--- src/rtl/core/hesr_pkg.sv ---
// Shared types and constants for the 1D explicit heat-equation stencil solver.
// No dependencies; used by hesr_ctrl, hesr_cell and heat_explicit_stencil_run_top.
`default_nettype none

package hesr_pkg;

    localparam int MAX_POINTS_DEF = 64;

    localparam int ALPHA_W = 17;
    localparam int N_W     = 6;
    localparam int STEP_W  = 16;
    localparam int VAL_W   = 32;
    localparam int CFG_W   = 17;

    localparam logic [ALPHA_W-1:0] ALPHA_RST = 17'd16384;
    localparam logic [N_W-1:0]     N_RST     = 6'd32;

    // one in Q4.28
    localparam logic signed [VAL_W-1:0] ONE_Q28 = 32'sh1000_0000;

    // register indexes on the config port
    localparam logic CFG_ALPHA = 1'b0;
    localparam logic CFG_N     = 1'b1;

    typedef enum logic [2:0] {
        ST_IDLE = 3'b001,
        ST_RUN  = 3'b010,
        ST_EMIT = 3'b100
    } t_state;

    // broadcast from the controller to every cell
    typedef struct packed {
        logic               load;   // clear grid for a new run
        logic               step;   // apply one time step
        logic               shift;  // move values one cell toward index 0
        logic [N_W-1:0]     n;      // effective interval count
        logic [ALPHA_W-1:0] alpha;
    } t_cell_ctl;

endpackage

`default_nettype wire

--- src/rtl/core/hesr_cell.sv ---
// One grid point of the stencil chain: holds its value, updates from its
// neighbors each time step and shifts toward index 0 during output. Uses hesr_pkg.
`default_nettype none

module hesr_cell #(
    parameter int IDX = 0
) (
    input  wire                               i_clk,
    input  wire hesr_pkg::t_cell_ctl          i_ctl,
    input  wire logic signed [hesr_pkg::VAL_W-1:0] i_left,
    input  wire logic signed [hesr_pkg::VAL_W-1:0] i_right,
    output logic signed [hesr_pkg::VAL_W-1:0] o_value
);

    localparam logic [hesr_pkg::N_W-1:0] MY_IDX = hesr_pkg::N_W'(IDX);

    logic signed [hesr_pkg::VAL_W-1:0] r_value;
    logic signed [hesr_pkg::VAL_W-1:0] n_value;

    // a*l + (1-2a)*c + a*r  ==  c*2^16 + a*(l + r - 2c)
    logic signed [33:0] w_diff;
    logic signed [51:0] w_prod;
    logic signed [51:0] w_rnd;
    logic signed [35:0] w_delta;
    logic signed [36:0] w_sum;
    logic signed [hesr_pkg::VAL_W-1:0] w_upd;
    logic              w_interior;

    assign w_interior = (MY_IDX != '0) && (MY_IDX < i_ctl.n);

    always_comb begin
        w_diff  = 34'(i_left) + 34'(i_right) - (34'(r_value) <<< 1);
        w_prod  = $signed({1'b0, i_ctl.alpha}) * w_diff;
        w_rnd   = w_prod + 52'sd32768;
        w_delta = 36'(w_rnd >>> 16);  // floor, round half up overall
        w_sum   = 37'(r_value) + 37'(w_delta);
        if (w_sum > 37'sd2147483647) begin
            w_upd = 32'sh7FFF_FFFF;
        end else if (w_sum < -37'sd2147483648) begin
            w_upd = 32'sh8000_0000;
        end else begin
            w_upd = w_sum[hesr_pkg::VAL_W-1:0];
        end
    end

    always_comb begin
        n_value = r_value;
        if (i_ctl.load) begin
            n_value = (MY_IDX == i_ctl.n) ? hesr_pkg::ONE_Q28 : '0;
        end else if (i_ctl.step) begin
            if (w_interior) begin
                n_value = w_upd;
            end
        end else if (i_ctl.shift) begin
            n_value = i_right;
        end
    end

    always_ff @(posedge i_clk) begin
        r_value <= n_value;
    end

    assign o_value = r_value;

endmodule

`default_nettype wire

--- config.mk ---
export PLATFORM = sky130hd
export DESIGN_NAME = hesr_cell
export DESIGN_NICKNAME = d
export VERILOG_FILES = /design/src/rtl/core/hesr_pkg.sv /design/src/rtl/core/hesr_cell.sv
export SDC_FILE = /design/constraint.sdc
export NUM_CORES = 1
export LEC_CHECK = 0
export BUFFER_PORTS_ARGS = -buffer_cell sky130_fd_sc_hd__buf_2
export CAP_MARGIN = 20
export CELL_PAD_IN_SITES_DETAIL_PLACEMENT = 2
export CELL_PAD_IN_SITES_GLOBAL_PLACEMENT = 2
export CORE_AREA = 5 5 86 88
export CTS_CLUSTER_SIZE = 28
export DETAILED_ROUTE_END_ITERATION = 6
export DIE_AREA = 0 0 91 93
export PLACE_DENSITY_LB_ADDON = 0.1
export SYNTH_ARGS = -nofsm -noshare
export SYNTH_HDL_FRONTEND = slang
export SYNTH_SLANG_ARGS = --single-unit
--- constraint.sdc ---
create_clock -name i_clk -period 1.8 [get_ports i_clk]
set_clock_uncertainty 0.2 [all_clocks]
set_input_delay 0.18 -clock i_clk [delete_from_list [all_inputs] [get_ports i_clk]]
set_output_delay 0.18 -clock i_clk [all_outputs]
set_load 0.005 [all_outputs]
==> results.json, run 1 <==
{
  "cp-start-kind": "register",
  "finalHoldViolations": 0,
  "syn_inst": 72,
  "ys_ff_latch": 32,
  "min_period_ns": 1.16,
  "final_area_mm2": 0.00191,
  "antenna_found_initial": 0,
  "synth.avg_cell_area_um2": 16.8,
  "seq_area_frac_synth_pct": 79.4,
  "synthFlopType": "edfxtp_1",
  "ys.warnings.count": 0,
  "async_flop_share_pct": 0,
  "cp.buffers_inverters": 1,
  "vias": 920,
  "grt_usage_pct": 7.66,
  "via_per_inst": 3.74,
  "grt_overflow_total": 0,
  "ys_top_cells_by_count": "edfxtp_1 (32), nor2b_1 (31), buf_2 (2)",
  "cts_root_buf": "clkbuf_8",
  "antenna_cells": 0,
  "n_fill_cell": 721,
  "drive_gt1_share_pct": 48.2,
  "path_delay_family": "flip-flops",
  "grt_pass1_wl_um": 5050,
  "status": "finished clean",
  "cts.repair.resized": 0,
  "crit_type": "register to output port",
  "synth_area_leaders": "edfxtp_1 (79%), nor2b_1 (16%), buf_2 (0.83%)",
  "fin_nets": 256,
  "setup_viol": 0,
  "grt_pass1_vias": 1068,
  "synth_area_leader_cell": "edfxtp_1",
  "dieWidth_um": 91,
  "avgRoutedWirePerCell_um": 13.0,
  "fin_crit_sh_pct": 64.7,
  "cts_tree": "built",
  "clockBufferDepth": 2,
  "io_pins": 123,
  "crit_chain": "buf_2",
  "drtIter0Drc": 35,
  "wl_um": 3200,
  "worstPathRequired_ns": 1.42,
  "synth.distinct_cells": 10,
  "die_area_mm2": 0.00846,
  "synth_top_area_share_pct": 79.4,
  "place.gp.congestion": 0.626,
  "core-area_mm2": 0.00657,
  "synth_most_common_cell": "edfxtp_1",
  "cts.sinks": 32,
  "syn_to_final_growth_pct": 57.5,
  "drt-pass1-iter-count": 2,
  "largest_reg_flops": 32,
  "multiInputGateArea_um2": 228,
  "cap_violations": 0,
  "critical_path.startpoint": "o_value[24]",
  "ant_nets": 0,
  "drc": 0,
  "tightest_slew_ns": 0.310,
  "rsz0062_at_grt": "no",
  "hold_path.startpoint": "i_right[23]",
  "synth_area_mm2": 0.00121,
  "start_util_pct": 18.4,
  "vdd_drop_max_uv": 224,
  "slew_headroom_pct": 79.4,
  "timing.fmax_mhz": 859,
  "fp.dieH_um": 93,
  "rows": 30,
  "seqCellArea_um2": 961,
  "htreeDepth": 2,
  "cts.reportedPaths.clkPinSlew_ns": 0.06,
  "grt_max_degree": 33,
  "io_buffers": 73,
  "crit_fanout": 1,
  "timing.hold.ws_ns": 0.00980,
  "synth_nets": 163,
  "post_dp_cell_area_mm2": 0.00169,
  "synth_edf_count": 32,
  "cts_hold_repair.buffers": 14,
  "end_kind": "output port",
  "post-cts-setup-buffers": 0,
  "cp_slowest_cell": "edfxtp_1",
  "critPathArrivalTime_ns": 0.78,
  "cts_made_buffers": 5,
  "final_max_slew_viol_count": 0,
  "tns_ns": 0,
  "power_leakage_uw": 0.000819,
  "powerDensity_mw_per_mm2": 863,
  "hold_class": "primary input to register",
  "critPathMaxStageDelay_ns": 0.37
}
final timing paths:
kind / depth (start not counted) / end
hold / removal: 2 / o_value[23]
setup / recovery: 1 / o_value[24]
through the flow:
step,utilization (%),cells,setup slack [ns],power (uW)
3_3_place_gp,25.7,224,0.410,1130
3_5_place_dp,25.7,224,0.394,1130
6_report,29.0,246,0.635,1650
4_1_cts,29.0,246,0.612,1690
5_1_grt,29.0,246,0.595,1730
2_1_floorplan,-,72,0.205,996
cell type report:
class | instances | area share (%)
sequential | 32 | 50.4
tap | 80 | 5.25
multi-input combinational | 36 | 12.0
clock buffer | 7 | 4.01
timing repair buffer | 89 | 28.0
clock inverter | 1 | 0.197
inverter | 1 | 0.197
cells by family (layout without fill, tap and decap cells):
logic type / count (synthesis) / after routing / synth area share (%)
compound gates: 2 / 2 / 1.34
flops: 32 / 32 / 79.4
buf+inv: 4 / 98 / 1.76
simple gates: 34 / 34 / 17.5
power by group:
part           leakage, uW  switching (uW)  internal, uW  total [uW]
clock            0.0000399             245           269         513
sequential        0.000323            15.9           902         917
combinational     0.000456            92.0           122         214
placed cells by master (no fill, tap or decap):
| cell | n |
|---|---|
| nor2b_1 | 31 |
| dlygate4sd3_1 | 14 |
| clkbuf_8 | 5 |
| and2b_1 | 1 |
| buf_12 | 1 |
| buf_2 | 73 |
| clkinv_1 | 1 |
| buf_4 | 1 |
| clkbuf_1 | 2 |
| a31o_1 | 1 |
| edfxtp_1 | 32 |
| inv_1 | 1 |
| nor2_1 | 1 |
| nor4_1 | 1 |
| a21o_1 | 1 |
layer usage:
layer  global-route usage [%]  routed length (um)
met1                     7.63                1260
met2                     13.7                1690
met3                     2.98                 211
met4                     4.03                  36
met5                        0                   0
No activity file was read; power rests on OpenSTA's default activity.
==> inputs of run 2 (changes only) <==
--- a/config.mk
+++ b/config.mk
@@ -5,14 +5,15 @@
 export SDC_FILE = /design/constraint.sdc
 export NUM_CORES = 1
 export LEC_CHECK = 0
+export ABC_AREA = 1
 export BUFFER_PORTS_ARGS = -buffer_cell sky130_fd_sc_hd__buf_2
 export CAP_MARGIN = 20
 export CELL_PAD_IN_SITES_DETAIL_PLACEMENT = 2
 export CELL_PAD_IN_SITES_GLOBAL_PLACEMENT = 2
-export CORE_AREA = 5 5 86 88
+export CORE_AREA = 5 5 94 96
 export CTS_CLUSTER_SIZE = 28
 export DETAILED_ROUTE_END_ITERATION = 6
-export DIE_AREA = 0 0 91 93
+export DIE_AREA = 0 0 99 101
 export PLACE_DENSITY_LB_ADDON = 0.1
 export SYNTH_ARGS = -nofsm -noshare
 export SYNTH_HDL_FRONTEND = slang
==> constraint.sdc (replaced) <==
create_clock -name i_clk -period 0.95 [get_ports i_clk]
set_clock_uncertainty 0.2 [all_clocks]
set_input_delay 0.095 -clock i_clk [delete_from_list [all_inputs] [get_ports i_clk]]
set_output_delay 0.095 -clock i_clk [all_outputs]
set_load 0.005 [all_outputs]
==> run 2 against run 1 <==
The flow now finishes with violations (negative hold slack, negative setup slack). Setup slack got worse by 0.81 ns. Hold slack got worse by 0.11 ns. Total power rose by 91%. Synthesized area is 8.5% higher. Sequential power up 91%. Routed wire length increased by 11%. Utilization decreased by 4.6 points. Via count is 10% higher. Clock power rose by 91%. Flip-flop and latch count did not move. Non-clock buffer count is 10 lower. Global-route usage fell by 0.16 points. Critical endpoint is now o_value[9]. Largest cell class unchanged.
==> results.json, run 2 <==
{
  "place_ws_ns": -0.237,
  "clockBufferDepth": 2,
  "via_per_inst": 3.35,
  "tightest_slew_ns": 0.147,
  "end_kind": "output port",
  "fin_ws_ns": -0.175,
  "cts_tree": "built",
  "failed_checks": "negative hold slack, negative setup slack",
  "swShare_pct": 22.7,
  "hpwl_um": 2950,
  "place.gp.congestion": 0.722,
  "synthFlopType": "edfxtp_1",
  "grt_max_degree": 24,
  "synth_nets": 205,
  "worstPathRequired_ns": 0.65,
  "critical_path.startpoint": "o_value[9]",
  "fin_util_pct": 24.4,
  "cts.repair.resized": 0,
  "core-area_mm2": 0.00797,
  "power_leakage_uw": 0.000987,
  "crit_fanout": 1,
  "fin_nets": 287,
  "avgRoutedWirePerCell_um": 11.8,
  "min_period_ns": 1.13,
  "ys_ff_latch": 32,
  "drc": 0,
  "grt_pass1_wl_um": 5700,
  "cts.sinks": 32,
  "clkPwrFrac_pct": 31.2,
  "seq_area_frac_synth_pct": 73.2,
  "finalHoldViolations": 32,
  "cts_made_buffers": 5,
  "synth_area_mm2": 0.00131,
  "antenna_cells": 0,
  "final_cell_mix": "buf_2 (73), inv_1 (37), edfxtp_1 (32)",
  "cp-endpoint": "o_value[9]",
  "async_flop_share_pct": 0,
  "syn_to_final_growth_pct": 48.0,
  "hold_class": "primary input to register",
  "synth_edf_count": 32,
  "critPathArrivalTime_ns": 0.83,
  "path_delay_family": "flip-flops",
  "crit_chain": "buf_2",
  "rsz0062_at_grt": "yes",
  "grt_overflow_total": 0,
  "ant_nets": 0,
  "htreeDepth": 2,
  "synth_area_leader_cell": "edfxtp_1",
  "vias": 1012,
  "start_util_pct": 16.5,
  "synth_top_area_share_pct": 73.2,
  "slew_headroom_pct": 90.2,
  "vdd_drop_max_uv": 369,
  "ys.warnings.count": 0,
  "timing.fmax_mhz": 889,
  "dieWidth_um": 99,
  "ys_top_cells_by_count": "inv_1 (38), edfxtp_1 (32), nor2_1 (31), nand2_1 (6), clkbuf_8 (3)",
  "cp-start-kind": "register",
  "synth.distinct_cells": 8,
  "final_common_cell": "buf_2",
  "timing.hold.ws_ns": -0.102,
  "status": "finished, violations left",
  "final_max_slew_viol_count": 0,
  "critPathMaxStageDelay_ns": 0.40,
  "fin_crit_sh_pct": 118,
  "crit_cells": 1,
  "syn_inst": 114,
  "grt_usage_pct": 7.50,
  "die_area_mm2": 0.0100,
  "drtIter0Drc": 25,
  "synth_most_common_cell": "inv_1",
  "cap_violations": 0,
  "cts_root_buf": "clkbuf_8",
  "power_frac_seq_pct": 55.5,
  "worstHoldPathCells": 3,
  "p_int_uw": 2430,
  "cts.reportedPaths.clkPinSlew_ns": 0.07,
  "io_pins": 123,
  "fp.dieH_um": 101,
  "synth.avg_cell_area_um2": 11.5,
  "power_switching_uw": 714,
  "synth_area_leaders": "edfxtp_1 (73%), inv_1 (11%), nor2_1 (8.9%)",
  "cp.buffers_inverters": 1,
  "drive_gt1_share_pct": 44.7,
  "wl_um": 3560,
  "rows": 33,
  "powerDensity_mw_per_mm2": 1620,
  "setup_viol": 32,
  "drt-pass1-iter-count": 2,
  "largest_reg_flops": 32,
  "comb_power_share_pct": 13.3,
  "grt_pass1_vias": 1183,
  "antenna_found_initial": 0,
  "crit_type": "register to output port",
  "io_buffers": 73,
  "cp_slowest_cell": "edfxtp_1"
}
run 2: changes by cell type after synthesis, moves of 2 or more:
| cell | change |
|---|---|
| nand2_1 | +6 |
| buf_2 | -2 |
| clkbuf_8 | +3 |
| nor2b_1 | -31 |
| nor2_2 | +2 |
| inv_1 | +37 |
| nor2_1 | +30 |
run 2: area by class of cell:
type	count	area (um2)
clock buffers	7	76.3
clock inverters	1	3.75
fillers	922	6030
inverters	38	155
multi-input cells	40	168
flip-flops and latches	32	961
well taps	105	131
repair buffers	79	448
run 2: metal layers:
| layer | vias up | part of all wire [%] | GRT usage (%) |
|---|---|---|---|
| li1 | 498 | - | - |
| met1 | 471 | 38 | 7.82 |
| met2 | 39 | 52 | 13.0 |
| met3 | 4 | 8.2 | 3.32 |
| met4 | 0 | 1.3 | 3.47 |
| met5 | - | 0 | 0 |
run 2: through the flow:
stage | hold slack, ns | instance area (um2) | instances | TNS (ns) | total power [uW]
finish | -0.102 | 1940 | 302 | -3.87 | 3150
global route | -0.111 | 1940 | 302 | -5.44 | 3340
CTS | -0.109 | 1940 | 302 | -4.65 | 3230
detailed placement | 0.184 | 1860 | 294 | -8.30 | 2220
global placement | 0.178 | 1860 | 294 | -7.68 | 2210
floorplan | 0.0806 | 1340 | 114 | -10.69 | 1920
run 2: worst min path at each step:
stage,from,end,slack [ns]
3_3_place_gp,i_right[29],o_value[29],0.18
4_1_cts,i_right[22],o_value[22],-0.11
5_1_grt,i_right[0],o_value[0],-0.11
6_report,i_right[22],o_value[22],-0.10
3_5_place_dp,i_right[22],o_value[22],0.18
2_1_floorplan,i_right[28],o_value[28],0.08
run 2: kinds of logic after synthesis:
kind of cell	count (synthesis)	synth area share, %
compound gates	1	0.381
buf+inv	42	14.9
flops	32	73.2
simple gates	39	11.5
run 2: power by group through the flow:
stage	Sequential (uW)	Clock, uW	Combinational (uW)
2_1_floorplan	1790	0	128
3_3_place_gp	1780	0	429
3_5_place_dp	1780	0	439
4_1_cts	1750	1040	439
5_1_grt	1760	1100	473
6_report	1750	981	419
run 2: timing repair:
| action | CTS | global route |
|---|---|---|
| buffers inserted | 0 | 0 |
| endpoints found under the setup margin | 32 | 32 |
| endpoints found under the hold margin | 32 | 32 |
==> inputs of run 3 (changes only) <==
==> constraint.sdc (replaced) <==
create_clock -name i_clk -period 0.95 [get_ports i_clk]
set_clock_uncertainty 0.2 [all_clocks]
set_input_delay 0.0475 -clock i_clk [delete_from_list [all_inputs] [get_ports i_clk]]
set_output_delay 0.0475 -clock i_clk [all_outputs]
set_load 0.1 [all_outputs]
==> run 3 against run 2 <==
The flow still finishes with violations (negative hold slack, negative setup slack). Sequential share of layout area is 12 points lower. Fmax is 1.6% lower. Die area stayed put. Design area is 32% higher. Routed wire length is 6.3% higher. Global-route usage is 0.54 points higher. Critical path depth stayed put. Cell count is 2.3% higher. Utilization is 7.9 points higher. Critical endpoint is now o_value[2]. Largest power group is now combinational logic. Highest routed layer unchanged.
==> results.json, run 3 (synthesis gave the netlist of run 2 again) <==
{
  "grt_max_degree": 33,
  "cts_made_buffers": 5,
  "final_cell_mix": "buf_12 (34), inv_1 (32), edfxtp_1 (32)",
  "worstHoldPathCells": 3,
  "swShare_pct": 37.9,
  "grt_pass1_wl_um": 6170,
  "critPathMaxStageDelay_ns": 0.43,
  "failed_checks": "negative hold slack, negative setup slack",
  "io_buffers": 73,
  "finalHoldViolations": 9,
  "antenna_found_initial": 0,
  "ant_nets": 0,
  "clkPwrFrac_pct": 20.4,
  "largest_reg_flops": 32,
  "crit_chain": "buf_12",
  "powerDensity_mw_per_mm2": 1800,
  "comb_power_share_pct": 40.0,
  "critPathArrivalTime_ns": 0.90,
  "tightest_slew_ns": 0.202,
  "final_common_cell": "buf_12",
  "place.gp.congestion": 0.696,
  "core-area_mm2": 0.00797,
  "io_pins": 123,
  "status": "finished, violations left",
  "cp.buffers_inverters": 1,
  "fp.dieH_um": 101,
  "htreeDepth": 2,
  "cts_root_buf": "clkbuf_8",
  "setup_viol": 33,
  "grt_pass1_vias": 1289,
  "holdPathEnd": "o_value[28]",
  "drc": 0,
  "cap_violations": 0,
  "drt-pass1-iter-count": 2,
  "drive_gt1_share_pct": 38.7,
  "wl_um": 3780,
  "syn_to_final_growth_pct": 95.7,
  "min_period_ns": 1.14,
  "hold_class": "primary input to register",
  "place_ws_ns": -0.208,
  "worstPathRequired_ns": 0.70,
  "grt_overflow_total": 0,
  "avgRoutedWirePerCell_um": 12.2,
  "hpwl_um": 3040,
  "cts.reportedPaths.clkPinSlew_ns": 0.06,
  "cp-start-kind": "register",
  "slew_headroom_pct": 86.5,
  "rsz0062_at_grt": "yes",
  "fin_nets": 295,
  "antenna_cells": 0,
  "die_area_mm2": 0.0100,
  "drtIter0Drc": 39,
  "dp.cells": 292,
  "vdd_drop_max_uv": 600,
  "hold_path.startpoint": "i_right[28]",
  "p_int_uw": 2880,
  "power_frac_seq_pct": 39.7,
  "cp_slowest_cell": "edfxtp_1",
  "end_kind": "output port",
  "power_leakage_uw": 0.00121,
  "start_util_pct": 16.5,
  "dieWidth_um": 99,
  "crit_fanout": 1,
  "power_switching_uw": 1750,
  "fin_total_pwr_uw": 4630,
  "fin_crit_sh_pct": 120,
  "final_area_mm2": 0.00257,
  "timing.fmax_mhz": 875,
  "rows": 33,
  "cts.sinks": 32,
  "fin_cells": 309,
  "post_dp_cell_area_mm2": 0.00232,
  "final_max_slew_viol_count": 0,
  "clockBufferDepth": 2,
  "crit_type": "register to output port",
  "vias": 1046,
  "cts_hold_repair.buffers": 23,
  "cts_tree": "built",
  "path_delay_family": "flip-flops",
  "grt_usage_pct": 8.04,
  "via_per_inst": 3.39,
  "fin_ws_ns": -0.193,
  "timing.hold.ws_ns": -0.143
}
==> run 3: cell count changes in the layout (fill, tap and decap cells not counted), sizes merged <==
| cell | change |
|---|---|
| dlymetal6s4s | +4 |
| clkbuf | -1 |
| buf | -15 |
| dlygate4sd3 | +19 |
==> run 3: final cells by class <==
cell class	instances	area [um2]
fillers	844	5400
clock buffers	6	72.6
flip-flops and latches	32	961
inverters	38	155
multi-input cells	40	168
clock inverters	1	5.00
well taps	105	131
repair buffers	87	1080
==> run 3: worst max path at each step <==
stage | slack, ns | cells after the start | to | start
2_1_floorplan | -0.29 | 2 | o_value[0] | i_ctl[23]
3_5_place_dp | -0.21 | 4 | o_value[5] | i_ctl[23]
6_report | -0.19 | 1 | o_value[2] | o_value[2]
5_1_grt | -0.24 | 1 | o_value[30] | o_value[30]
3_3_place_gp | -0.19 | 4 | o_value[26] | i_ctl[23]
4_1_cts | -0.22 | 1 | o_value[2] | o_value[2]
==> run 3: through the flow <==
stage          setup TNS, ns  utilization, %  hold WS, ns
2_1_floorplan         -15.62               -       0.0331
3_3_place_gp           -6.00            29.1        0.136
6_report               -5.72            32.2       -0.143
5_1_grt                -6.84            32.2       -0.126
3_5_place_dp           -6.88            29.1        0.138
4_1_cts                -6.44            32.9       -0.153
==> run 3: metal layers <==
metal | track usage, % | vias to the layer above | part of all wire, %
met3 | 2.63 | 2 | 6.1
li1 | - | 511 | -
met5 | 0 | - | 0
met4 | 3.15 | 0 | 1.2
met2 | 16.4 | 38 | 61
met1 | 7.11 | 495 | 31
==> run 3: power groups by stage <==
stage	logic, uW	registers, uW	clock network (uW)
3_5_place_dp	1820	1870	0
3_3_place_gp	1800	1870	0
4_1_cts	1890	1840	1000
6_report	1850	1840	943
5_1_grt	1920	1850	1060
2_1_floorplan	128	2780	0
==> run 3: repair_timing <==
action | in CTS | in global routing
buffers inserted | 0 | 0
endpoints found under the setup margin | 32 | 51
resized for setup | 0 | 9
endpoints found under the hold margin | 32 | 9
