`src/rtl/core/hesr_pkg.sv`:
```
// Shared types and constants for the 1D explicit heat-equation stencil solver.
// No dependencies; used by hesr_ctrl, hesr_cell and heat_explicit_stencil_run_top.
`default_nettype none

package hesr_pkg;

    localparam int MAX_POINTS_DEF = 64;

    localparam int ALPHA_W = 17;
    localparam int N_W     = 6;
    localparam int STEP_W  = 16;
    localparam int VAL_W   = 32;
    localparam int CFG_W   = 17;

    localparam logic [ALPHA_W-1:0] ALPHA_RST = 17'd16384;
    localparam logic [N_W-1:0]     N_RST     = 6'd32;

    // one in Q4.28
    localparam logic signed [VAL_W-1:0] ONE_Q28 = 32'sh1000_0000;

    // register indexes on the config port
    localparam logic CFG_ALPHA = 1'b0;
    localparam logic CFG_N     = 1'b1;

    typedef enum logic [2:0] {
        ST_IDLE = 3'b001,
        ST_RUN  = 3'b010,
        ST_EMIT = 3'b100
    } t_state;

    // broadcast from the controller to every cell
    typedef struct packed {
        logic               load;   // clear grid for a new run
        logic               step;   // apply one time step
        logic               shift;  // move values one cell toward index 0
        logic [N_W-1:0]     n;      // effective interval count
        logic [ALPHA_W-1:0] alpha;
    } t_cell_ctl;

endpackage

`default_nettype wire

```
`src/rtl/core/hesr_ctrl.sv`:
```
// Run sequencer for the stencil chain: config registers, step counter and
// output beat counter; drives the cell control struct. Uses hesr_pkg.
`default_nettype none

module hesr_ctrl #(
    parameter int MAX_POINTS = hesr_pkg::MAX_POINTS_DEF
) (
    input  wire                              i_clk,
    input  wire                              i_rst_n,
    input  wire                              i_cfg_we,
    input  wire                              i_cfg_idx,
    input  wire [hesr_pkg::CFG_W-1:0]        i_cfg_data,
    input  wire                              i_in_valid,
    input  wire [hesr_pkg::STEP_W-1:0]       i_step_count,
    output logic                             o_in_ready,
    output logic                             o_out_valid,
    input  wire                              i_out_ready,
    output logic                             o_out_last,
    output logic [hesr_pkg::N_W-1:0]         o_point_index,
    output hesr_pkg::t_cell_ctl              o_ctl
);

    localparam logic [hesr_pkg::N_W-1:0] N_MAX = hesr_pkg::N_W'(MAX_POINTS - 1);

    hesr_pkg::t_state r_state, n_state;
    logic [hesr_pkg::ALPHA_W-1:0] r_alpha;
    logic [hesr_pkg::N_W-1:0]     r_grid_n;
    logic [hesr_pkg::N_W-1:0]     r_n, n_n;
    logic [hesr_pkg::STEP_W-1:0]  r_steps, n_steps;
    logic [hesr_pkg::N_W-1:0]     r_idx, n_idx;
    logic [hesr_pkg::N_W-1:0]     w_eff_n;
    logic                         w_in_acc, w_out_acc;

    always_comb begin
        w_eff_n = r_grid_n;
        if (r_grid_n == '0) begin
            w_eff_n = hesr_pkg::N_W'(1);
        end else if (r_grid_n > N_MAX) begin
            w_eff_n = N_MAX;
        end
    end

    always_ff @(posedge i_clk) begin
        if (!i_rst_n) begin
            r_alpha  <= hesr_pkg::ALPHA_RST;
            r_grid_n <= hesr_pkg::N_RST;
        end else if (i_cfg_we) begin
            unique case (i_cfg_idx)
                hesr_pkg::CFG_ALPHA: r_alpha  <= i_cfg_data;
                hesr_pkg::CFG_N:     r_grid_n <= i_cfg_data[hesr_pkg::N_W-1:0];
            endcase
        end
    end

    assign o_in_ready  = (r_state == hesr_pkg::ST_IDLE);
    assign o_out_valid = (r_state == hesr_pkg::ST_EMIT);
    assign o_out_last  = o_out_valid && (r_idx == r_n);
    assign o_point_index = r_idx;
    assign w_in_acc  = i_in_valid && o_in_ready;
    assign w_out_acc = o_out_valid && i_out_ready;

    always_comb begin
        n_state = r_state;
        n_n     = r_n;
        n_steps = r_steps;
        n_idx   = r_idx;
        o_ctl.load  = 1'b0;
        o_ctl.step  = 1'b0;
        o_ctl.shift = 1'b0;
        o_ctl.n     = r_n;
        o_ctl.alpha = r_alpha;
        unique case (r_state)
            hesr_pkg::ST_IDLE: begin
                o_ctl.n = w_eff_n;
                if (w_in_acc) begin
                    o_ctl.load = 1'b1;
                    n_n     = w_eff_n;
                    n_steps = i_step_count;
                    n_idx   = '0;
                    n_state = (i_step_count == '0) ? hesr_pkg::ST_EMIT : hesr_pkg::ST_RUN;
                end
            end
            hesr_pkg::ST_RUN: begin
                o_ctl.step = 1'b1;
                n_steps    = r_steps - 1'b1;
                if (r_steps == hesr_pkg::STEP_W'(1)) begin
                    n_state = hesr_pkg::ST_EMIT;
                end
            end
            hesr_pkg::ST_EMIT: begin
                if (w_out_acc) begin
                    o_ctl.shift = 1'b1;
                    n_idx       = r_idx + 1'b1;
                    if (r_idx == r_n) begin
                        n_state = hesr_pkg::ST_IDLE;
                    end
                end
            end
            default: n_state = hesr_pkg::ST_IDLE;
        endcase
    end

    always_ff @(posedge i_clk) begin
        if (!i_rst_n) begin
            r_state <= hesr_pkg::ST_IDLE;
            r_idx   <= '0;
            r_steps <= '0;
            r_n     <= hesr_pkg::N_W'(1);
        end else begin
            r_state <= n_state;
            r_idx   <= n_idx;
            r_steps <= n_steps;
            r_n     <= n_n;
        end
    end

    a_no_overlap: assert property (@(posedge i_clk) disable iff (!i_rst_n)
        !(o_in_ready && o_out_valid))
        else $error("input accepted while results pending");

    a_run_starts: assert property (@(posedge i_clk) disable iff (!i_rst_n)
        (w_in_acc && (i_step_count != '0)) |=> (r_state == hesr_pkg::ST_RUN))
        else $error("run did not start stepping");

    a_last_ends: assert property (@(posedge i_clk) disable iff (!i_rst_n)
        (w_out_acc && o_out_last) |=> o_in_ready)
        else $error("not idle after last beat");

    a_idx_adv: assert property (@(posedge i_clk) disable iff (!i_rst_n)
        (w_out_acc && !o_out_last) |=> (r_idx == $past(r_idx) + 1'b1))
        else $error("point index did not advance");

endmodule

`default_nettype wire

```
`config.mk`:
```
export PLATFORM = sky130hd
export DESIGN_NAME = hesr_ctrl
export DESIGN_NICKNAME = d
export VERILOG_FILES = /design/src/rtl/core/hesr_pkg.sv /design/src/rtl/core/hesr_ctrl.sv
export SDC_FILE = /design/constraint.sdc
export NUM_CORES = 1
export LEC_CHECK = 0
export ABC_CLOCK_PERIOD_IN_PS = 1800
export BUFFER_PORTS_ARGS = -buffer_cell sky130_fd_sc_hd__buf_2
export CORE_MARGIN = 3
export CORE_UTILIZATION = 49
export CTS_BUF_LIST = sky130_fd_sc_hd__clkbuf_2
export DETAILED_ROUTE_END_ITERATION = 10
export GPL_ROUTABILITY_DRIVEN = 0
export PLACE_DENSITY = 0.79
export SETUP_SLACK_MARGIN = 0.3
export SYNTH_ARGS = -nofsm -noshare
export SYNTH_HDL_FRONTEND = slang
export SYNTH_SLANG_ARGS = --single-unit
```
`constraint.sdc`:
```
create_clock -name i_clk -period 1.8 [get_ports i_clk]
set_clock_uncertainty 0.15 [all_clocks]
set_input_delay 0.45 -clock i_clk [delete_from_list [all_inputs] [get_ports i_clk]]
set_output_delay 0.45 -clock i_clk [all_outputs]
set_load 0.1 [all_outputs]
```
==> reports/qor.txt, run 1 <==
Synth Flop Type - dfxtp_1
Clock Sinks - 54
Synthesized flop and latch total - 54
Area contributors post-synth - dfxtp_1, nand2_1, a21oi_1, nor2_1, xor2_1
Async set-reset flop share out of synthesis - 0%
Inserted Clock Buffers - 5
Mapped Area - 2710 sq um
CTS Root Cell - clkbuf_2
Synth top area share - 39.9%
Log Error - [ERROR DPL-0033] detailed placement checks failed during check placement.
# IOs - 74
Leading area contributor after synthesis - dfxtp_1
Post-CTS Setup Bufs - 38
Hold Buf Count CTS - 6
CTS H-tree lvls - 2
Die width - 80.4 um
Chip Height - 80.4 um
CTS Buffer Depth - 2
I/O Buffers - 73
Resized cells post-CTS - 211
Library cells used by synthesis - 52
Synth warn - 0
Seq/Total Area, Yosys - 39.9%
Post-Syn Nets - 384
Outcome - stopped before the end
Row cnt - 26
Initial Util - 51.7%
Number of synthesized flops with an enable pin - 0
Post-DP HPWL - 5860 um
Place WS - -205 ps
Post-Synthesis Cells - 342
Mean area per synthesized cell - 7.92 sq um
Stage reached - 4_1_cts
## cell families after synthesis
| kind of cell | Yosys count | synth area share [%] |
|---|---|---|
| xor gates and xnor gates | 12 | 3.88 |
| AOI/OAI and AO/OA | 90 | 19.9 |
| muxes | 5 | 2.08 |
| and+or+nand+nor | 150 | 27.8 |
| adders and majority gates | 3 | 1.39 |
| buffers and inverters | 28 | 5.08 |
| DFF | 54 | 39.9 |
## Yosys cell counts (2+ instances only)
master and number:
or4_1 3, buf_2 2, or3b_1 2, o31ai_1 2, a211oi_1 4, a21oi_1 45, dfxtp_1 54, clkbuf_1 15
a222oi_1 2, nand2_1 68, o211ai_1 3, o21a_1 3, nand4_1 3, ha_1 3, nor2_1 21, nor2b_1 2
inv_1 4, inv_2 2, a22oi_1 5, and2_1 2, xor2_1 9, nand3b_1 4, o21ai_1 6, o22ai_1 4
nand2b_1 4, o21ai_0 8, mux2_2 5, buf_6 4, xnor2_1 3, nor4_1 9, nand3_1 12, nor3_1 8
nor3b_1 2
## stage by stage
stage                     area [sq um]  TNS, ps  hold WS [ps]  std cells
after global placement            3870    -1220           285        535
after detailed placement          3870    -1710           290        535
after floorplan                   2910    -6770           286        342
==> run 2, diff against run 1 <==
- ABC_CLOCK_PERIOD_IN_PS: 1800 -> 2340
- CORE_UTILIZATION: 49 -> 40
- CTS_BUF_LIST: sky130_fd_sc_hd__clkbuf_2 -> unset
- PLACE_DENSITY: 0.79 -> unset
- PLACE_DENSITY_LB_ADDON: unset -> 0.15
- SETUP_SLACK_MARGIN: 0.3 -> unset
- clock period: 1.8 -> 2.34 ns (I/O delays scaled with it)
==> run 2 against run 1 <==
  * The flow now finishes without violations
  * Area after synthesis unchanged
  * Synthesized cell count unchanged
==> reports/qor.txt, run 2 <==
Clk_lat worst skew - 320 ps
Largest register FFs - 17
Post-Syn Nets - 384 (unchanged)
Worst setup EP type - primary output
Most numerous cell in the Yosys netlist - nand2_1
N_diodes - 0
WL final - 7130 um
Synth warn - 0 (unchanged)
Final instance area - 3490 sq um
Via count - 2675
Leading area contributor after synthesis - dfxtp_1
Synthesized flop and latch total - 54 (unchanged)
Simple-gate share of the synthesized area - 27.8% (unchanged)
DRC - 0
Slew Viols, Final - 0
Post-placement cell count - 485 (-9.3%)
Initial Util - 42.0% (-9.8 points)
Pre-antenna DRT Iters - 4
Chip Height - 88.3 um (+9.9%)
Crit path time final - 2340 ps
Post-DP HPWL - 5260 um (-10%)
Reg-to-Reg End - r_steps[13]
Drt wl/cell - 14.4 um
Largest net degree at the start of global routing - 27
Reg2Reg Depth - 5
Async set-reset flop share out of synthesis - 0% (unchanged)
Core ar. - 6460 sq um
Final nets - 459
CP Class - reg2out
Via density - 5.40
Fin cells - 495
Die ar. - 7800 sq um
# IOs - 74 (unchanged)
Area contributors post-synth - dfxtp_1, nand2_1, a21oi_1, nor2_1, xor2_1
Setup WS post-layout - 3.98 ps
Worst EP required - 1600 ps
XOR/XNOR share of the synthesized area - 3.88% (unchanged)
Seq/Total Area, Yosys - 39.9% (unchanged)
Synth top area share - 39.9% (unchanged)
Fraction of layout cells with a size suffix above 1 - 29.4%
Die width - 88.3 um (+9.9%)
Hold EP - r_alpha[11]
Most frequent cells in the layout - nand2_1, buf_2, dfxtp_1, a21oi_1, nor2_1
Crit share post-route - 99.8%
R2r setup slk - 150 ps
Inserted Clock Buffers - 5 (unchanged)
Fin. Hold Viols - 0
Most common cell after layout, fill and taps aside - nand2_1
Total gr overflow - 0
Setup violators final - 0
Initial antenna violation count - 0
Global-route wire length before repair - 11800 um
Synth-to-layout area growth - 28.6%
Placed instance area - 3320 sq um (-14%)
Min-delay src - r_alpha[11]
Number of synthesized flops with an enable pin - 0 (unchanged)
Row cnt - 29 (+12%)
Post-Synthesis Cells - 342 (unchanged)
GRT Util Overall - 18.8%
I/O Buffers - 73 (unchanged)
Setup TNS - 0 ps
Adder-Cell Fraction of Synth Area - 1.39% (unchanged)
CTS tree - yes
Mux contribution to synthesized area - 2.08% (unchanged)
Worst r2r src - r_steps[8]
Place WS - 127 ps (+333 ps)
Antenna-violating nets left - 0
Leak pwr - 1.46 nW
Clock Sinks - 54 (unchanged)
Outcome - finished clean
Fillers - 620
PD cells - 883 nW/um^2
Slew headroom - 56.4%
Synth Flop Type - dfxtp_1
Post-synth top cells - nand2_1, dfxtp_1, a21oi_1
CTS Root Cell - clkbuf_8
Compound-gate portion of the synthesized area - 19.9% (unchanged)
Area of the multi-input gates - 1540 sq um
VDD IR max - 328 uV
Hold WC Path Type - reg2reg
Maxcap violations - 0
Largest regs - r_alpha x17, r_steps x16
Top reg by flops - r_alpha
Mapped Area - 2710 sq um (unchanged)
CTS H-tree lvls - 2 (unchanged)
Crit start category - flip-flop
Mean area per synthesized cell - 7.92 sq um (unchanged)
Crit path DAT - 1600 ps
CTS Buffer Depth - 2 (unchanged)
Hold path depth - 2
Vias in the first global route - 2438
DRT iter0 DRCs - 163
Library cells used by synthesis - 52 (unchanged)
F_max - 0.428 GHz
Crit path max fanout - 6
Largest family of logic cells by synthesized area - simple AND/OR/NAND/NOR gates
Reg area - 1090 sq um
RSZ-0062 raised after global routing - yes
CTS clk-pin slew, worst paths - 120 ps
Worst slew pin tran - 654 ps
run 2: cell counts after synthesis:
No cell type changed its count.
run 2: cell families after synthesis:
family / Yosys count
AOI/OAI and AO/OA: 90
adders and majority gates: 3
and+or+nand+nor: 150
muxes: 5
DFF: 54
buffers and inverters: 28
xor gates and xnor gates: 12
run 2: through the flow:
step	hold WS (ps)	total power, mW	util [%]
4_1_cts	311	3.04	53.2
5_1_grt	324	3.25	54.0
3_3_place_gp	289	2.45	51.4
6_report	308	3.08	54.0
3_5_place_dp	294	2.46	51.4
2_1_floorplan	286	2.10	-
run 2: critical path: stages, from the launching register on:
cell	delay, ps
dfxtp_4	380
xor2_2	150
nor4_2	310
and4_4	280
buf_12	170
run 2: worst max-delay path by stage:
| stage | from | endpoint | cells past startpoint | slack, ps |
|---|---|---|---|---|
| global placement | i_step_count[11] | r_state[2] | 5 | 30 |
| finish | o_point_index[0] | o_out_last | 4 | 4 |
| floorplan | r_state[2] | o_ctl[17] | 5 | -340 |
| global route | r_n[0] | o_out_last | 4 | -50 |
| CTS | r_state[0] | o_ctl[17] | 6 | -2 |
| detailed placement | i_step_count[6] | r_state[2] | 5 | 130 |
run 2: layer usage:
metal,wire [um],share of wire (%),vias up,global-route usage (%)
li1,-,-,1359,-
met1,3490,49,1235,26.5
met2,3140,44,74,28.3
met3,407,5.7,7,4.66
met4,97,1.4,0,5.63
met5,0,0,-,0
run 2: area by class of cell:
| type | count | area share [%] |
|---|---|---|
| sequential | 54 | 31.3 |
| multi-input combinational | 260 | 44.2 |
| tap | 77 | 2.76 |
| clock inverter | 3 | 0.826 |
| timing repair buffer | 89 | 18.2 |
| clock buffer | 5 | 1.97 |
| inverter | 7 | 0.754 |
run 2: report_power, final:
| group | internal (mW) | total, mW | leakage [nW] | switching (mW) |
|---|---|---|---|---|
| logic | 0.509 | 1.39 | 0.971 | 0.883 |
| clock network | 0.223 | 0.574 | 0.0502 | 0.351 |
| registers | 1.01 | 1.11 | 0.443 | 0.102 |
| total | 1.74 | 3.08 | 1.46 | 1.34 |
run 2: what timing repair did:
item                       in CTS  in global routing
pin swaps                       2                  4
setup endpoints to repair       7                  7
hold buffers                    0                  0
cloned                          0                  0
resized for setup               8                 10
buffers inserted                0                  2
Power figures use the tool's default switching activity.
==> run 3, diff against run 2 <==
- REMOVE_ABC_BUFFERS: unset -> 1
==> run 3 against run 2 <==
  * Via count decreased by 0.15%
  * Non-clock buffer count increased by 3
  * Flip-flop and latch count stayed put
  * Clock-buffer cell count did not move
  * Critical path type unchanged
  * First-iteration DRC count is 22% lower
  * Die area did not move
  * Combinational power is 4% higher
  * Cell count is 0.61% higher
  * Wire length increased by 0.91%
==> reports/qor.txt, run 3 (synthesis gave the netlist of run 2 again) <==
Initial antenna violation count - 0 (unchanged)
# IOs - 74 (unchanged)
Fillers - 630 (+1.6%)
Placed instance area - 3340 sq um (+0.53%)
Fin. Hold Viols - 0 (unchanged)
Synth-to-layout area growth - 31.6%
Maxcap violations - 0 (unchanged)
Via density - 5.36 (-0.75%)
Slew Viols, Final - 0 (unchanged)
Slew headroom - 56.2% (-0.26 points)
Inserted Clock Buffers - 5 (unchanged)
Met3 routed wirelength - 455 um (+12%)
WL final - 7200 um (+0.91%)
Worst setup EP type - primary output
F_max - 0.429 GHz (+0.19%)
Worst EP required - 1600 ps (about the same)
Core ar. - 6460 sq um (unchanged)
Vias in the first global route - 2505 (+2.7%)
Post-placement cell count - 484 (-0.21%)
Largest regs - r_alpha x17, r_steps x16
Total gr overflow - 0 (unchanged)
Drt wl/cell - 14.5 um (+0.30%)
Outcome - finished clean
Post-DP HPWL - 5280 um (+0.40%)
Initial Util - 42.0% (unchanged)
Final Power - 3.21 mW (+4.2%)
DRT iter0 DRCs - 127 (-22%)
Antenna-violating nets left - 0 (unchanged)
Crit path max fanout - 3 (-3)
CTS Root Cell - clkbuf_8
Met1 WL - 3420 um (-2.1%)
CP Class - reg2out
RSZ-0062 raised after global routing - yes
VDD IR max - 376 uV (+14%)
CTS H-tree lvls - 2 (unchanged)
Top reg by flops - r_alpha
Die ar. - 7800 sq um (unchanged)
GRT Util Overall - 19.1% (+0.33 points)
Most frequent cells in the layout - nand2_1, buf_2, dfxtp_1, a21oi_1, nor2_1
Crit start category - flip-flop
Worst hold-check slack - 307 ps (-1.84 ps)
Setup violators final - 0 (unchanged)
Crit share post-route - 99.6% (-0.19 points)
Most common cell after layout, fill and taps aside - nand2_1
PD cells - 899 nW/um^2 (+1.9%)
Clock Sinks - 54 (unchanged)
Crit path time final - 2330 ps (-4.35 ps)
CTS tree - yes
Chip Height - 88.3 um (unchanged)
Pre-antenna DRT Iters - 4 (unchanged)
Row cnt - 29 (unchanged)
Global-route wire length before repair - 11900 um (+1.6%)
Fin cells - 498 (+0.61%)
Fraction of layout cells with a size suffix above 1 - 30.4% (+0.98 points)
N_diodes - 0 (unchanged)
Largest register FFs - 17 (unchanged)
Largest net degree at the start of global routing - 21 (-22%)
I/O Buffers - 73 (unchanged)
Clk_lat worst skew - 300 ps (-20 ps)
Util after Layout - 55.2% (+1.2 points)
Leak pwr - 1.51 nW (+2.9%)
Worst slew pin tran - 658 ps (+3.96 ps)
Crit path DAT - 1600 ps (about the same)
Final instance area - 3570 sq um (+2.3%)
Die width - 88.3 um (unchanged)
CTS Buffer Depth - 2 (unchanged)
DR WL met2 - 3290 um (+5.0%)
Max Used Layer - met4
DRC - 0 (unchanged)
Hold WC Path Type - reg2reg
Via count - 2671 (-0.15%)
Final nets - 462 (+0.65%)
CTS clk-pin slew, worst paths - 100 ps (-20 ps)
## run 3: report_power, final
group	internal, mW	switching, mW	total (mW)
Combinational	0.559	0.893	1.45
Sequential	1.01	0.105	1.11
Clock	0.325	0.316	0.641
## run 3: area by class of cell
cell class | instances | area (sq um) | share of cell area [%]
Inverter | 7 | 26.3 | 0.737
Multi-Input combinational cell | 260 | 1550 | 43.3
Clock inverter | 3 | 47.5 | 1.33
Timing Repair Buffer | 92 | 689 | 19.3
Sequential cell | 54 | 1090 | 30.6
Tap cell | 77 | 96.3 | 2.70
Clock buffer | 5 | 68.8 | 1.93
## run 3: critical path, cell delays in order, from the launching register on
cell and delay, ps:
dfxtp_2 350, xor2_1 160, nor4_2 300, and4_1 290, buf_12 190
## run 3: final timing paths
check                                  from          end  slack, ps  cells after the start
worst min register to register  r_alpha[11]  r_alpha[11]        310                      2
worst max register to register   r_steps[0]  r_steps[14]        220                      7
worst max-delay path                 r_n[2]   o_out_last          8                      4
worst min-delay path            r_alpha[11]  r_alpha[11]        310                      2
## run 3: routing by layer
metal / vias up / global-route usage, %
met4: 0 / 3.85
li1: 1364 / -
met3: 2 / 4.93
met2: 66 / 29.7
met5: - / 0
met1: 1239 / 27.0
## run 3: per-stage QoR
step / setup TNS [ps] / setup WS [ps]
2_1_floorplan: -13900 / -2120
3_3_place_gp: 0 / 7.88
3_5_place_dp: 0 / 22.8
4_1_cts: -41.8 / -21.7
5_1_grt: -143 / -82.1
6_report: 0 / 8.33
## run 3: repair_timing
action                     4_1_cts  5_1_grt
hold buffers                     0        0
pin swaps                        2        4
buffers inserted                 2        4
setup endpoints to repair        9       11
resized for setup                8       14
==> run 4, diff against run 3 <==
- ABC_AREA: unset -> 1
==> run 4 against run 3 <==
  * Cell area rose by 1.6%
  * Combinational power is 97% higher
  * Wire length grew 4.2%
  * Synthesized cell count increased by 31%
  * Clock-buffer cell count is the same
  * Flip-flop and latch count did not move
==> reports/qor.txt, run 4 <==
Fin. Hold Viols - 0 (unchanged)
Synth Flop Type - dfxtp_1
Library cells used by synthesis - 29 (-44%)
Async set-reset flop share out of synthesis - 0% (unchanged)
Post-DP HPWL - 5560 um (+5.3%)
RSZ-0062 raised after global routing - yes
Crit share post-route - 96.8% (-2.8 points)
VDD IR max - 445 uV (+18%)
Worst hold-check slack - 321 ps (+14.7 ps)
Seq/Total Area, Yosys - 37.7% (-2.2 points)
Synth-to-layout area growth - 26.4%
Largest net degree at the start of global routing - 33 (+57%)
Worst setup EP type - primary output
Largest regs - r_alpha x17, r_steps x16
Crit path time final - 2270 ps (-65.5 ps)
Fraction of layout cells with a size suffix above 1 - 22.1% (-8.3 points)
DRT iter0 DRCs - 156 (+23%)
Crit-path slowest cell - dfxtp_1
Fillers - 698 (+11%)
Initial Util - 41.7% (-0.21 points)
Synth top area share - 37.7% (-2.2 points)
Slew headroom - 66.1% (+9.9 points)
Most used cell, CP - nand2_1
Die ar. - 8220 sq um (+5.4%)
Leading area contributor after synthesis - dfxtp_1
Leak pwr - 1.72 nW (+14%)
Antenna-violating nets left - 0 (unchanged)
Worst slew pin tran - 507 ps (-151 ps)
# IOs - 74 (unchanged)
Core ar. - 6870 sq um (+6.4%)
Area contributors post-synth - dfxtp_1, nand2_1, nor2_1, o21ai_0, inv_1
F_max - 0.441 GHz (+2.9%)
Post-placement cell count - 610 (+26%)
Outcome - finished clean
Maxcap violations - 0 (unchanged)
Chip Height - 90.7 um (+2.7%)
CP Class - reg2out
Largest register FFs - 17 (unchanged)
Hold WC Path Type - reg2reg
Mean area per synthesized cell - 6.40 sq um (-19%)
Fin cells - 621 (+25%)
Hold path depth - 2 (unchanged)
Inserted Clock Buffers - 5 (unchanged)
Via density - 4.78 (-11%)
I/O Buffers - 73 (unchanged)
Worst EP required - 1600 ps (about the same)
Global-route wire length before repair - 12700 um (+6.1%)
Slew Viols, Final - 0 (unchanged)
DRC - 0 (unchanged)
Mapped Area - 2870 sq um (+5.8%)
Clk_lat worst skew - 310 ps (about the same)
WL final - 7500 um (+4.2%)
CTS tree - yes
Crit path DAT - 1530 ps (-70 ps)
CTS clk-pin slew, worst paths - 100 ps (about the same)
Pre-antenna DRT Iters - 4 (unchanged)
Synth warn - 0 (unchanged)
Row cnt - 30 (+3.4%)
Final nets - 567 (+23%)
CTS H-tree lvls - 2 (unchanged)
Reg2Reg Depth - 9 (+2)
Via count - 2971 (+11%)
GRT Util Overall - 18.6% (-0.51 points)
Drt wl/cell - 12.1 um (-16%)
Top reg by flops - r_alpha
Clock Sinks - 54 (unchanged)
Total gr overflow - 0 (unchanged)
Number of synthesized flops with an enable pin - 0 (unchanged)
Most frequent cells in the layout - nand2_1, nor2_1, buf_2, dfxtp_1, o21ai_0
Setup TNS - 0 ps (unchanged)
Synthesized flop and latch total - 54 (unchanged)
Setup violators final - 0 (unchanged)
Critical Path, Cell by Cell - inv_1, nand2_1, nand2_1, nor2_1, nand3_1, nor2_2, buf_12
Vias in the first global route - 2763 (+10%)
Initial antenna violation count - 0 (unchanged)
Most numerous cell in the Yosys netlist - nand2_1
Crit path max fanout - 7 (+4)
CP peak stage delay - 470 ps (+120 ps)
Post-synth top cells - nand2_1, nor2_1, dfxtp_1
Most common cell after layout, fill and taps aside - nand2_1
N_diodes - 0 (unchanged)
PD cells - 1280 nW/um^2 (+42%)
CTS Buffer Depth - 2 (unchanged)
CTS Root Cell - clkbuf_8
Die width - 90.7 um (+2.7%)
Crit start category - flip-flop
Post-Synthesis Cells - 448 (+31%)
==> run 4: cell count changes after synthesis, moves of 7 or more <==
cell	before	now
nor2_1	21	88
o21ai_0	8	48
nand3_1	12	29
inv_1	4	40
nand2_1	68	108
xor2_1	9	2
clkbuf_1	15	6
a21oi_1	45	28
nor4_1	9	0
==> run 4: path summary, 6_finish.rpt <==
path	start	endpoint	slack, ps
max reg2reg	r_steps[0]	r_steps[14]	500
min reg2reg	r_steps[10]	r_steps[10]	320
max	o_point_index[2]	o_out_last	70
min	r_steps[10]	r_steps[10]	320
==> run 4: per-stage QoR <==
stage	worst slack, ps	instance area, sq um	power, mW	utilization [%]
global route	-54.1	3620	4.98	52.8
floorplan	-1440	2790	3.25	-
CTS	-0.573	3590	4.60	52.3
finish	73.8	3620	4.64	52.8
global placement	313	3490	4.02	50.8
detailed placement	269	3490	4.05	50.8
==> run 4: cells by family after synthesis <==
kind of cell    Yosys count  share of synthesized area, %
compound gates           85                          15.3
simple gates            244                          36.2
flops                    54                          37.7
xor+xnor                  2                         0.611
fa+ha+maj                 3                          1.31
buf+inv                  60                          8.90
==> run 4: area by class of cell <==
type,instances,area [sq um],area share [%]
multi-input combinational,334,1540,42.5
sequential,54,1090,30.0
timing repair buffer,83,606,16.7
inverter,47,186,5.14
tap,96,120,3.31
clock buffer,5,68.8,1.90
clock inverter,2,13.8,0.380
==> run 4: layer usage <==
metal / vias to the layer above / GRT usage [%] / wire length [um]
li1: 1583 / - / -
met4: 0 / 5.10 / 36
met5: - / 0 / 0
met3: 2 / 4.25 / 551
met1: 1290 / 24.3 / 3490
met2: 96 / 30.8 / 3420
==> run 4: power by group <==
| part | total, mW | switching [mW] | internal (mW) |
|---|---|---|---|
| clock | 0.524 | 0.316 | 0.208 |
| sequential | 1.26 | 0.154 | 1.10 |
| combinational | 2.86 | 1.98 | 0.879 |
| total | 4.64 | 2.45 | 2.19 |
==> run 4: what timing repair did <==
item | CTS | global route
pin swaps | 1 | 2
resized for setup | 7 | 11
buffers inserted | 2 | 2
hold buffers | 0 | 0
setup endpoints to repair | 7 | 9
==> run 4: critical path, delay by kind of cell (launching register included) <==
kind                   cells  cell delay [ps]
flip-flops                 1              470
buffers and inverters      2              260
AND/OR/NAND/NOR            5              500
